$ cat config.mk
export PLATFORM = sky130hd
export DESIGN_NAME = rgb565_grey_to_bitplanes
export DESIGN_NICKNAME = d
export VERILOG_FILES = /design/src/sv/rgbbp_pkg.sv /design/src/sv/rgbbp_front.sv /design/src/sv/rgbbp_queue.sv /design/src/sv/rgbbp_back.sv /design/src/sv/rgb565_grey_to_bitplanes.sv
export SDC_FILE = /design/constraint.sdc
export NUM_CORES = 1
export LEC_CHECK = 0
export ABC_AREA = 1
export BUFFER_PORTS_ARGS = -buffer_cell sky130_fd_sc_hd__buf_2
export CAP_MARGIN = 10
export CORE_MARGIN = 3
export CORE_UTILIZATION = 50
export CTS_CLUSTER_DIAMETER = 150
export DETAILED_ROUTE_END_ITERATION = 8
export PLACE_DENSITY = 0.72
export SLEW_MARGIN = 15
export SYNTH_ARGS = -nofsm -noshare
export SYNTH_HDL_FRONTEND = slang
export SYNTH_SLANG_ARGS = --single-unit
$ cat constraint.sdc
create_clock -name clk -period 5.1 [get_ports clk]
set_input_delay 1.02 -clock clk [delete_from_list [all_inputs] [get_ports clk]]
set_output_delay 1.02 -clock clk [all_outputs]
set_load 0.05 [all_outputs]
$ cat src/sv/rgbbp_pkg.sv
package rgbbp_pkg;

	// configuration port
	localparam int CFG_IDX_W  = 4;
	localparam int CFG_DATA_W = 11;

	localparam logic [CFG_IDX_W-1:0] REG_GREY_SHIFT  = 4'd0;
	localparam logic [CFG_IDX_W-1:0] REG_PLANE_COUNT = 4'd1;
	localparam logic [CFG_IDX_W-1:0] REG_ROW_BYTES   = 4'd2;
	localparam logic [CFG_IDX_W-1:0] REG_ROW_COUNT   = 4'd3;

	// reset values of the registers before clamping
	localparam int GREY_SHIFT_RST  = 2;
	localparam int PLANE_COUNT_RST = 4;
	localparam int ROW_BYTES_RST   = 40;
	localparam int ROW_COUNT_RST   = 240;

	// largest values the register fields can carry
	localparam int ROW_BYTES_FIELD_MAX = 255;
	localparam int ROW_COUNT_FIELD_MAX = 2047;

	// luma weights in q16
	localparam int GREY_SUM_W = 22;
	localparam logic [GREY_SUM_W-1:0] W_RED   = 22'd19661;
	localparam logic [GREY_SUM_W-1:0] W_GREEN = 22'd38011;
	localparam logic [GREY_SUM_W-1:0] W_BLUE  = 22'd7209;

	localparam int ADDR_W = 20;

	// clamped configuration as seen by front and back
	typedef struct packed {
		logic [2:0]  grey_shift;
		logic [3:0]  plane_count;
		logic [7:0]  row_bytes;
		logic [10:0] row_count;
	} cfg_t;

	// one finished group of eight pixels on its way to the back end
	typedef struct packed {
		logic [7:0][7:0]    values;
		logic [ADDR_W-1:0]  start_addr;
		logic               frame_done;
	} desc_t;

endpackage

$ cat src/sv/rgbbp_front.sv
module rgbbp_front #(
	parameter int MAX_ROW_BYTES = 128,
	parameter int MAX_ROWS      = 1024
) (
	input  logic                clk,
	input  logic                arst_n,
	input  rgbbp_pkg::cfg_t     cfg,
	input  logic                push,
	output logic                full,
	input  logic [15:0]         pixel_rgb565,
	input  logic                frame_start,
	output logic                q_wr,
	output rgbbp_pkg::desc_t    q_wr_data,
	input  logic                q_full
);
	import rgbbp_pkg::*;

	localparam int EFF_RB   = (MAX_ROW_BYTES > ROW_BYTES_FIELD_MAX) ?
		ROW_BYTES_FIELD_MAX : MAX_ROW_BYTES;
	localparam int EFF_ROWS = (MAX_ROWS > ROW_COUNT_FIELD_MAX) ?
		ROW_COUNT_FIELD_MAX : MAX_ROWS;
	localparam int CW = $clog2(EFF_RB * 8);
	localparam int RW = (EFF_ROWS > 1) ? $clog2(EFF_ROWS) : 1;

	logic                  valid_s1;
	logic [15:0]           pix_s1;
	logic                  fs_s1;

	logic [CW-1:0]         col_q;
	logic [RW-1:0]         row_q;
	logic [ADDR_W-1:0]     base_q;
	logic [7:0]            grp_q [8];

	logic [4:0]            red;
	logic [5:0]            green;
	logic [4:0]            blue;
	logic [GREY_SUM_W-1:0] grey_sum;
	logic [7:0]            grey;

	logic [CW-1:0]         col_cur;
	logic [RW-1:0]         row_cur;
	logic [ADDR_W-1:0]     base_cur;
	logic [CW:0]           col_inc;
	logic [RW:0]           row_inc;
	logic [11:0]           col_limit;
	logic                  last_col;
	logic                  last_row;
	logic                  group_done;
	logic                  stall;
	logic                  fire;
	logic                  accept;
	logic [ADDR_W-1:0]     row_stride;

	// grey value from the staged pixel
	always_comb begin
		red      = pix_s1[15:11];
		green    = pix_s1[10:5];
		blue     = pix_s1[4:0];
		grey_sum = GREY_SUM_W'(red) * W_RED + GREY_SUM_W'(green) * W_GREEN
			+ GREY_SUM_W'(blue) * W_BLUE;
		grey     = {2'b00, grey_sum[GREY_SUM_W-1:16]} >> cfg.grey_shift;
	end

	// position of this pixel, with frame start applied first
	always_comb begin
		col_cur    = fs_s1 ? '0 : col_q;
		row_cur    = fs_s1 ? '0 : row_q;
		base_cur   = fs_s1 ? '0 : base_q;
		col_inc    = {1'b0, col_cur} + (CW+1)'(1);
		row_inc    = {1'b0, row_cur} + (RW+1)'(1);
		col_limit  = {1'b0, cfg.row_bytes, 3'b000};
		last_col   = 12'(col_inc) >= col_limit;
		last_row   = 12'(row_inc) >= {1'b0, cfg.row_count};
		row_stride = ADDR_W'(12'(cfg.row_bytes) * 12'(cfg.plane_count));
		group_done = col_cur[2:0] == 3'd7;
	end

	// handshake: the stage stalls only on a full group with no room in the queue
	always_comb begin
		stall  = group_done && q_full;
		fire   = valid_s1 && !stall;
		full   = valid_s1 && stall;
		accept = push && !full;
		q_wr   = fire && group_done;
	end

	// group descriptor
	always_comb begin
		for (int k = 0; k < 8; k++) begin
			q_wr_data.values[k] = (k == 7) ? grey : grp_q[k];
		end
		q_wr_data.start_addr = base_cur + ADDR_W'(col_cur >> 3);
		q_wr_data.frame_done = last_row && last_col;
	end

	// input stage
	always_ff @(posedge clk or negedge arst_n) begin
		if (!arst_n) begin
			valid_s1 <= 1'b0;
		end else begin
			valid_s1 <= accept || (valid_s1 && !fire);
		end
	end

	always_ff @(posedge clk) begin
		if (accept) begin
			pix_s1 <= pixel_rgb565;
			fs_s1  <= frame_start;
		end
	end

	// row and column counters, group store
	always_ff @(posedge clk or negedge arst_n) begin
		if (!arst_n) begin
			col_q  <= '0;
			row_q  <= '0;
			base_q <= '0;
			for (int k = 0; k < 8; k++) begin
				grp_q[k] <= '0;
			end
		end else if (fire) begin
			grp_q[col_cur[2:0]] <= grey;
			if (last_col) begin
				col_q <= '0;
				if (last_row) begin
					row_q  <= '0;
					base_q <= '0;
				end else begin
					row_q  <= row_inc[RW-1:0];
					base_q <= base_cur + row_stride;
				end
			end else begin
				col_q  <= col_inc[CW-1:0];
				row_q  <= row_cur;
				base_q <= base_cur;
			end
		end
	end

`ifndef NO_ASSERTIONS
	a_stall_holds: assert property (@(posedge clk) disable iff (!arst_n)
		valid_s1 && !fire |=> valid_s1 && $stable(pix_s1) && $stable(fs_s1))
		else $error("front stage lost a stalled pixel");
`endif

endmodule

$ cat src/sv/rgbbp_queue.sv
module rgbbp_queue #(
	parameter int DEPTH = 2
) (
	input  logic             clk,
	input  logic             arst_n,
	input  logic             wr_en,
	input  rgbbp_pkg::desc_t wr_data,
	output logic             full,
	input  logic             rd_en,
	output rgbbp_pkg::desc_t rd_data,
	output logic             empty
);
	import rgbbp_pkg::*;

	localparam int AW   = (DEPTH > 1) ? $clog2(DEPTH) : 1;
	localparam int CNTW = $clog2(DEPTH + 1);

	desc_t           mem_q [DEPTH];
	logic [AW-1:0]   wr_ptr_q;
	logic [AW-1:0]   rd_ptr_q;
	logic [CNTW-1:0] count_q;
	logic            do_wr;
	logic            do_rd;

	// status
	always_comb begin
		full    = count_q == CNTW'(DEPTH);
		empty   = count_q == '0;
		do_wr   = wr_en && !full;
		do_rd   = rd_en && !empty;
		rd_data = mem_q[rd_ptr_q];
	end

	// storage
	always_ff @(posedge clk) begin
		if (do_wr) begin
			mem_q[wr_ptr_q] <= wr_data;
		end
	end

	// pointers and fill count
	always_ff @(posedge clk or negedge arst_n) begin
		if (!arst_n) begin
			wr_ptr_q <= '0;
			rd_ptr_q <= '0;
			count_q  <= '0;
		end else begin
			if (do_wr) begin
				wr_ptr_q <= (wr_ptr_q == AW'(DEPTH - 1)) ? '0 : wr_ptr_q + AW'(1);
			end
			if (do_rd) begin
				rd_ptr_q <= (rd_ptr_q == AW'(DEPTH - 1)) ? '0 : rd_ptr_q + AW'(1);
			end
			if (do_wr && !do_rd) begin
				count_q <= count_q + CNTW'(1);
			end else if (do_rd && !do_wr) begin
				count_q <= count_q - CNTW'(1);
			end
		end
	end

`ifndef NO_ASSERTIONS
	a_count_bound: assert property (@(posedge clk) disable iff (!arst_n)
		count_q <= CNTW'(DEPTH))
		else $error("group queue count out of range");
`endif

endmodule

$ cat src/sv/rgbbp_back.sv
module rgbbp_back #(
	parameter int MAX_PLANES = 8
) (
	input  logic             clk,
	input  logic             arst_n,
	input  rgbbp_pkg::cfg_t  cfg,
	input  logic             q_empty,
	output logic             q_rd,
	input  rgbbp_pkg::desc_t q_rd_data,
	output logic             empty,
	input  logic             pop,
	output logic [7:0]       plane_byte,
	output logic [19:0]      byte_address,
	output logic             last_of_group,
	output logic             end_of_frame
);
	import rgbbp_pkg::*;

	localparam int PW = (MAX_PLANES > 1) ? $clog2(MAX_PLANES) : 1;

	logic              busy_q;
	logic [PW-1:0]     plane_q;
	logic [ADDR_W-1:0] addr_q;
	desc_t             cur_q;

	logic              out_valid_q;
	logic [7:0]        byte_q;
	logic [ADDR_W-1:0] out_addr_q;
	logic              last_q;
	logic              eof_q;

	logic              can_emit;
	logic              emit;
	logic              is_last;
	logic [7:0]        byte_nx;

	// sequencing over planes
	always_comb begin
		can_emit = !out_valid_q || pop;
		emit     = busy_q && can_emit;
		is_last  = plane_q == PW'(cfg.plane_count - 4'd1);
		q_rd     = !q_empty && (!busy_q || (emit && is_last));
	end

	// gather bit p of the eight pixels, leftmost pixel in the top bit
	always_comb begin
		for (int k = 0; k < 8; k++) begin
			byte_nx[7-k] = cur_q.values[k][plane_q];
		end
	end

	// plane sequencer
	always_ff @(posedge clk or negedge arst_n) begin
		if (!arst_n) begin
			busy_q  <= 1'b0;
			plane_q <= '0;
		end else if (q_rd) begin
			busy_q  <= 1'b1;
			plane_q <= '0;
		end else if (emit) begin
			if (is_last) begin
				busy_q <= 1'b0;
			end else begin
				plane_q <= plane_q + PW'(1);
			end
		end
	end

	always_ff @(posedge clk) begin
		if (q_rd) begin
			cur_q  <= q_rd_data;
			addr_q <= q_rd_data.start_addr;
		end else if (emit) begin
			addr_q <= addr_q + ADDR_W'(cfg.row_bytes);
		end
	end

	// output register
	always_ff @(posedge clk or negedge arst_n) begin
		if (!arst_n) begin
			out_valid_q <= 1'b0;
		end else if (emit) begin
			out_valid_q <= 1'b1;
		end else if (pop) begin
			out_valid_q <= 1'b0;
		end
	end

	always_ff @(posedge clk) begin
		if (emit) begin
			byte_q     <= byte_nx;
			out_addr_q <= addr_q;
			last_q     <= is_last;
			eof_q      <= is_last && cur_q.frame_done;
		end
	end

	assign empty         = !out_valid_q;
	assign plane_byte    = byte_q;
	assign byte_address  = out_addr_q;
	assign last_of_group = last_q;
	assign end_of_frame  = eof_q;

`ifndef NO_ASSERTIONS
	a_plane_in_range: assert property (@(posedge clk) disable iff (!arst_n)
		busy_q |-> 4'(plane_q) < cfg.plane_count)
		else $error("plane index beyond plane count");
	a_eof_on_last: assert property (@(posedge clk) disable iff (!arst_n)
		out_valid_q && eof_q |-> last_q)
		else $error("end of frame flagged on a byte that does not close its group");
`endif

endmodule

$ cat src/sv/rgb565_grey_to_bitplanes.sv
// Chunky-to-planar converter: takes one RGB565 pixel per clock, turns it into a
// grey value (q16 luma weights, then a configurable right shift) and, for every
// eight pixels of a row, writes one byte per bitplane with its offset in
// row-interleaved planar memory. The front end accepts a pixel every cycle
// unless stalled and puts a finished group into a two-deep queue once its
// eighth pixel has left the input stage register and the queue has room; with
// the back end idle, its first plane byte then passes the back end's group and
// output registers. The back end emits one plane byte per cycle through an
// output register while pop is high. As a group has no more planes than pixels,
// the block then sustains one pixel per clock for any plane count up to eight;
// a pixel that completes a group stalls the input only while the queue is full.
// Configuration is clamped when written (zero counts read as one, large ones
// saturate) and must be changed only while the block is idle.
module rgb565_grey_to_bitplanes #(
	parameter int MAX_ROW_BYTES = 128,
	parameter int MAX_ROWS      = 1024,
	parameter int MAX_PLANES    = 8
) (
	input  logic                                clk,
	input  logic                                arst_n,
	input  logic                                cfg_valid,
	output logic                                cfg_ready,
	input  logic [rgbbp_pkg::CFG_IDX_W-1:0]     cfg_index,
	input  logic [rgbbp_pkg::CFG_DATA_W-1:0]    cfg_data,
	input  logic                                push,
	output logic                                full,
	input  logic [15:0]                         pixel_rgb565,
	input  logic                                frame_start,
	output logic                                empty,
	input  logic                                pop,
	output logic [7:0]                          plane_byte,
	output logic [19:0]                         byte_address,
	output logic                                last_of_group,
	output logic                                end_of_frame
);
	import rgbbp_pkg::*;

	localparam int QUEUE_DEPTH = 2;

	localparam int RB_MAX_I   = (MAX_ROW_BYTES > ROW_BYTES_FIELD_MAX) ?
		ROW_BYTES_FIELD_MAX : MAX_ROW_BYTES;
	localparam int ROWS_MAX_I = (MAX_ROWS > ROW_COUNT_FIELD_MAX) ?
		ROW_COUNT_FIELD_MAX : MAX_ROWS;

	localparam logic [3:0]  PL_MAX   = 4'(MAX_PLANES);
	localparam logic [7:0]  RB_MAX   = 8'(RB_MAX_I);
	localparam logic [10:0] ROWS_MAX = 11'(ROWS_MAX_I);

	localparam logic [3:0]  PL_RST   = 4'((PLANE_COUNT_RST > MAX_PLANES) ?
		MAX_PLANES : PLANE_COUNT_RST);
	localparam logic [7:0]  RB_RST   = 8'((ROW_BYTES_RST > RB_MAX_I) ?
		RB_MAX_I : ROW_BYTES_RST);
	localparam logic [10:0] ROWS_RST = 11'((ROW_COUNT_RST > ROWS_MAX_I) ?
		ROWS_MAX_I : ROW_COUNT_RST);

	cfg_t        cfg_q;
	logic        cfg_wr;
	logic [3:0]  pc_in;
	logic [7:0]  rb_in;
	logic [10:0] rows_in;
	logic [3:0]  pc_clamped;
	logic [7:0]  rb_clamped;
	logic [10:0] rows_clamped;

	logic        q_wr;
	desc_t       q_wr_data;
	logic        q_full;
	logic        q_rd;
	desc_t       q_rd_data;
	logic        q_empty;

	// clamp register values as they are written
	always_comb begin
		cfg_ready    = 1'b1;
		cfg_wr       = cfg_valid && cfg_ready;
		pc_in        = cfg_data[3:0];
		rb_in        = cfg_data[7:0];
		rows_in      = cfg_data[10:0];
		pc_clamped   = (pc_in == '0) ? 4'd1 :
			((int'(pc_in) > MAX_PLANES) ? PL_MAX : pc_in);
		rb_clamped   = (rb_in == '0) ? 8'd1 :
			((int'(rb_in) > RB_MAX_I) ? RB_MAX : rb_in);
		rows_clamped = (rows_in == '0) ? 11'd1 :
			((int'(rows_in) > ROWS_MAX_I) ? ROWS_MAX : rows_in);
	end

	// configuration registers
	always_ff @(posedge clk or negedge arst_n) begin
		if (!arst_n) begin
			cfg_q.grey_shift  <= 3'(GREY_SHIFT_RST);
			cfg_q.plane_count <= PL_RST;
			cfg_q.row_bytes   <= RB_RST;
			cfg_q.row_count   <= ROWS_RST;
		end else if (cfg_wr) begin
			case (cfg_index)
				REG_GREY_SHIFT:  cfg_q.grey_shift  <= cfg_data[2:0];
				REG_PLANE_COUNT: cfg_q.plane_count <= pc_clamped;
				REG_ROW_BYTES:   cfg_q.row_bytes   <= rb_clamped;
				REG_ROW_COUNT:   cfg_q.row_count   <= rows_clamped;
				default: begin
				end
			endcase
		end
	end

	rgbbp_front #(
		.MAX_ROW_BYTES (MAX_ROW_BYTES),
		.MAX_ROWS      (MAX_ROWS)
	) u_front (
		.clk          (clk),
		.arst_n       (arst_n),
		.cfg          (cfg_q),
		.push         (push),
		.full         (full),
		.pixel_rgb565 (pixel_rgb565),
		.frame_start  (frame_start),
		.q_wr         (q_wr),
		.q_wr_data    (q_wr_data),
		.q_full       (q_full)
	);

	rgbbp_queue #(
		.DEPTH (QUEUE_DEPTH)
	) u_queue (
		.clk     (clk),
		.arst_n  (arst_n),
		.wr_en   (q_wr),
		.wr_data (q_wr_data),
		.full    (q_full),
		.rd_en   (q_rd),
		.rd_data (q_rd_data),
		.empty   (q_empty)
	);

	rgbbp_back #(
		.MAX_PLANES (MAX_PLANES)
	) u_back (
		.clk           (clk),
		.arst_n        (arst_n),
		.cfg           (cfg_q),
		.q_empty       (q_empty),
		.q_rd          (q_rd),
		.q_rd_data     (q_rd_data),
		.empty         (empty),
		.pop           (pop),
		.plane_byte    (plane_byte),
		.byte_address  (byte_address),
		.last_of_group (last_of_group),
		.end_of_frame  (end_of_frame)
	);

endmodule

==> impl_metrics.yaml <==
synthesis:
  syn_area_sq_um: 22220
  yosys.area.top_type: "edfxtp_1"
  yosysTopAreaCellShare_pct: 34.33
  syn_area_per_cell_sq_um: 9.729
  ys_seq_area_share_pct: 47.66
  synth_fp_nets: 2584
  synth_area_leaders: "edfxtp_1, dfrtp_1, nand2_1, ha_1, fa_1"
  synth_top_family_by_area: "adder cells"
  yosys.area_share.simple_pct: 17.37
  synth.distinct_cells: 61
  ys_warn_count: 0
  synthXorXnorAreaFrac_pct: 2.399
  syn_inst: 2284
  synth-adder-area-share_pct: 18.22
  synth_compound_area_share_pct: 6.318
  ys_ff_latch: 372
  synthMuxAreaShare_pct: 0.09573
global_route:
  antenna_found_initial: 1
  grt_usage_pct: 22.51
  grt_pass1_wl_um: 84530
  grt_overflow: 0
  grt_max_degree: 72
  first_global_vias: 16210
placement:
  placed_cell_area_sq_um: 23660
  hpwl_um: 37650
  port_buffers: 68
  gp_congestion: 0.9160
timing:
  slew_viol_final: 0
  tns_ns: -7.680
  hold_slack_ns: 0.4506
  rsz0062_at_grt: "true"
  setup_ws_ns: -0.2163
  clock_skew_ns: 0.03222
  final-hold-violation-count: 0
  worstMarginPinSlew_ns: 1.116
  fin_crit_sh_pct: 104.2
  max_freq_mhz: 188.1
  setup_violations: 54
  period_needed_ns: 5.316
  relSlewSlack_pct: 25.54
power_and_ir_drop:
  peakVddDrop_v: 0.0006745
  power_density_nw_per_um2: 714.6
  p_leak_uw: 0.01183
  power_uw: 18180
die:
  die_w_um: 216.8
  dieHeight_um: 216.8
  ios: 70
  start_util_pct: 51.13
  rows: 76
  fp.dieArea_sq_um: 47010
  core_sq_um: 43460
routing:
  drt_iter0_markers: 1202
  route.detailed.wl_per_inst_um: 17.15
  routed_wl_um: 52040
  vias_per_cell: 5.230
  drt-pass1-iter-count: 5
  dr_total_vias: 15870
  detail-route-antenna-nets: 0
  drc: 0
cells_and_area:
  mostFrequentLayoutCells: "nand2_1, inv_1, edfxtp_1"
  final_area_sq_um: 25440
  drive_gt1_share_pct: 16.31
  nNetsFinal: 2714
  area_delta_synth_final_pct: 14.49
  final_common_cell: "nand2_1"
  final_util_pct: 58.54
clock_network:
  worstSkewPairLatency_ns: 0.57
  clockRootBuffer: "clkbuf_16"
  cts_sinks: 372
  path_clk_slew_ns: 0.06
  cts_htree_levels: 2
  cts_max_path_buffers: 3
  numCtsBuffers: 41
  cts_tree: "done"
worst_setup_path:
  crit_buf_inv: 4
  crit_arrival_ns: 5.63
  crit_family: "adder cells"
  crit_path_start_kind: "flip-flop"
  crit_chain: "fa_1 -> fa_1 -> fa_1 -> fa_1 -> fa_1 -> inv_2 -> fa_1 -> inv_2 -> ha_4 -> nand2_4 -> inv_2 -> nand2_2 -> nand2_2 -> nand2_1 -> nand2_1 -> nand2_2 -> nand3_2 -> nand2_2 -> and2_4 -> nand2_4 -> nand2_2 -> nand2_2 -> nor2_4 -> buf_6"
  cp_max_fo: 5
  crit_required_ns: 5.42
  worstSetupPathType: "flip-flop to flip-flop"
  critPathMaxStageDelay_ns: 0.61
  crit_path_end_kind: "flip-flop"
  crit_slowest_cell: "fa_1"
run_status:
  outcome: "finished with violations"
  violations: "negative setup slack"
worst_hold_path:
  hp-class: "flip-flop to flip-flop"
job:
  timing.max_cap.violations: 0
==> kinds of logic after synthesis <==
logic type,count (synthesis)
DFF,372
adders and majority gates,263
buffers and inverters,453
other,1
muxes,2
xor gates and xnor gates,60
AOI/OAI and AO/OA,237
and+or+nand+nor,896
==> path summary, 6_finish.rpt <==
| check | start | end | slack (ns) | depth (start not counted) |
|---|---|---|---|---|
| max | u_front.pix_s1[10] | u_queue.mem_q[0][80] | -0.22 | 24 |
| min | u_back.addr_q[11] | u_back.byte_address[11] | 0.45 | 0 |
| max in group asynchronous | arst_n | cfg_q[7] | 3.51 | 2 |
| min in group asynchronous | arst_n | u_front.q_wr_data[42] | 0.56 | 1 |
| min reg2reg | u_back.addr_q[11] | u_back.byte_address[11] | 0.45 | 0 |
| max reg2reg | u_front.pix_s1[10] | u_queue.mem_q[0][80] | -0.22 | 24 |
==> synth_stat cells, drive strengths merged <==
| library cell | n |
|---|---|
| conb | 1 |
| o211ai | 1 |
| or3 | 2 |
| o311ai | 1 |
| nand3 | 99 |
| nor4 | 4 |
| o22ai | 17 |
| buf | 22 |
| a21oi | 62 |
| mux2i | 1 |
| o32ai | 8 |
| dfstp | 8 |
| fa | 101 |
| a31oi | 32 |
| xnor2 | 24 |
| nand3b | 3 |
| nor3 | 16 |
| o31ai | 1 |
| a22oi | 1 |
| mux2 | 1 |
| nand2 | 565 |
| nor3b | 1 |
| xor2 | 36 |
| ha | 162 |
| inv | 400 |
| o21ai | 89 |
| clkbuf | 30 |
| or2 | 4 |
| a211oi | 2 |
| and2 | 2 |
| nor2 | 179 |
| o21a | 3 |
| nand4 | 21 |
| clkinv | 1 |
| o21bai | 3 |
| a21boi | 1 |
| dfrtp | 110 |
| edfxtp | 254 |
| a21o | 16 |
==> flip-flops by register name (all words and copies together) (netlist names), 3 cells and up <==
signal,flops
u_queue.mem_q,138
u_front.base_q,20
u_front.q_wr_data,42
u_front.row_q,10
u_back.cur_q,49
u_back.addr_q,20
u_back.plane_byte,8
u_front.col_q,10
cfg_q,26
u_back.plane_q,3
u_front.pix_s1,16
u_back.byte_address,20
==> where the power goes <==
group	total (uW)	internal [uW]	leakage (uW)	switching (uW)
logic	10600	4140	0.00728	6500
clock network	2940	1720	0.000675	1220
registers	4590	4190	0.00387	395
==> cell type report <==
class | instances | area (sq um)
clock buffers | 58 | 1211
repair buffers | 138 | 937.1
flip-flops and latches | 372 | 10590
fillers | 3609 | 18020
clock inverters | 18 | 152.6
inverters | 401 | 1510
well taps | 585 | 732.0
multi-input cells | 1460 | 10300
diodes | 2 | 5.005
==> metrics by stage <==
stage               worst slack [ns]  instances
finish                       -0.2163       3034
global route                 -0.4001       3033
CTS                          -0.1672       3029
detailed placement           -0.3071       2944
global placement             -0.1978       2944
floorplan                   -0.01783       2284
==> routing by layer <==
layer | vias to the layer above | wire (um) | GRT usage, %
met4 | 0 | 1589 | 7.371
met2 | 461 | 24450 | 37.42
met5 | - | 0 | 0
li1 | 7659 | - | -
met3 | 103 | 3115 | 3.183
met1 | 7644 | 22880 | 30.80
==> repair_timing <==
action,in CTS,in global routing
pin swaps,18,35
setup endpoints to repair,54,54
cloned,0,1
buffers inserted,9,2
resized for setup,29,53
hold buffers,0,0
No activity file was read; power rests on OpenSTA's default activity.
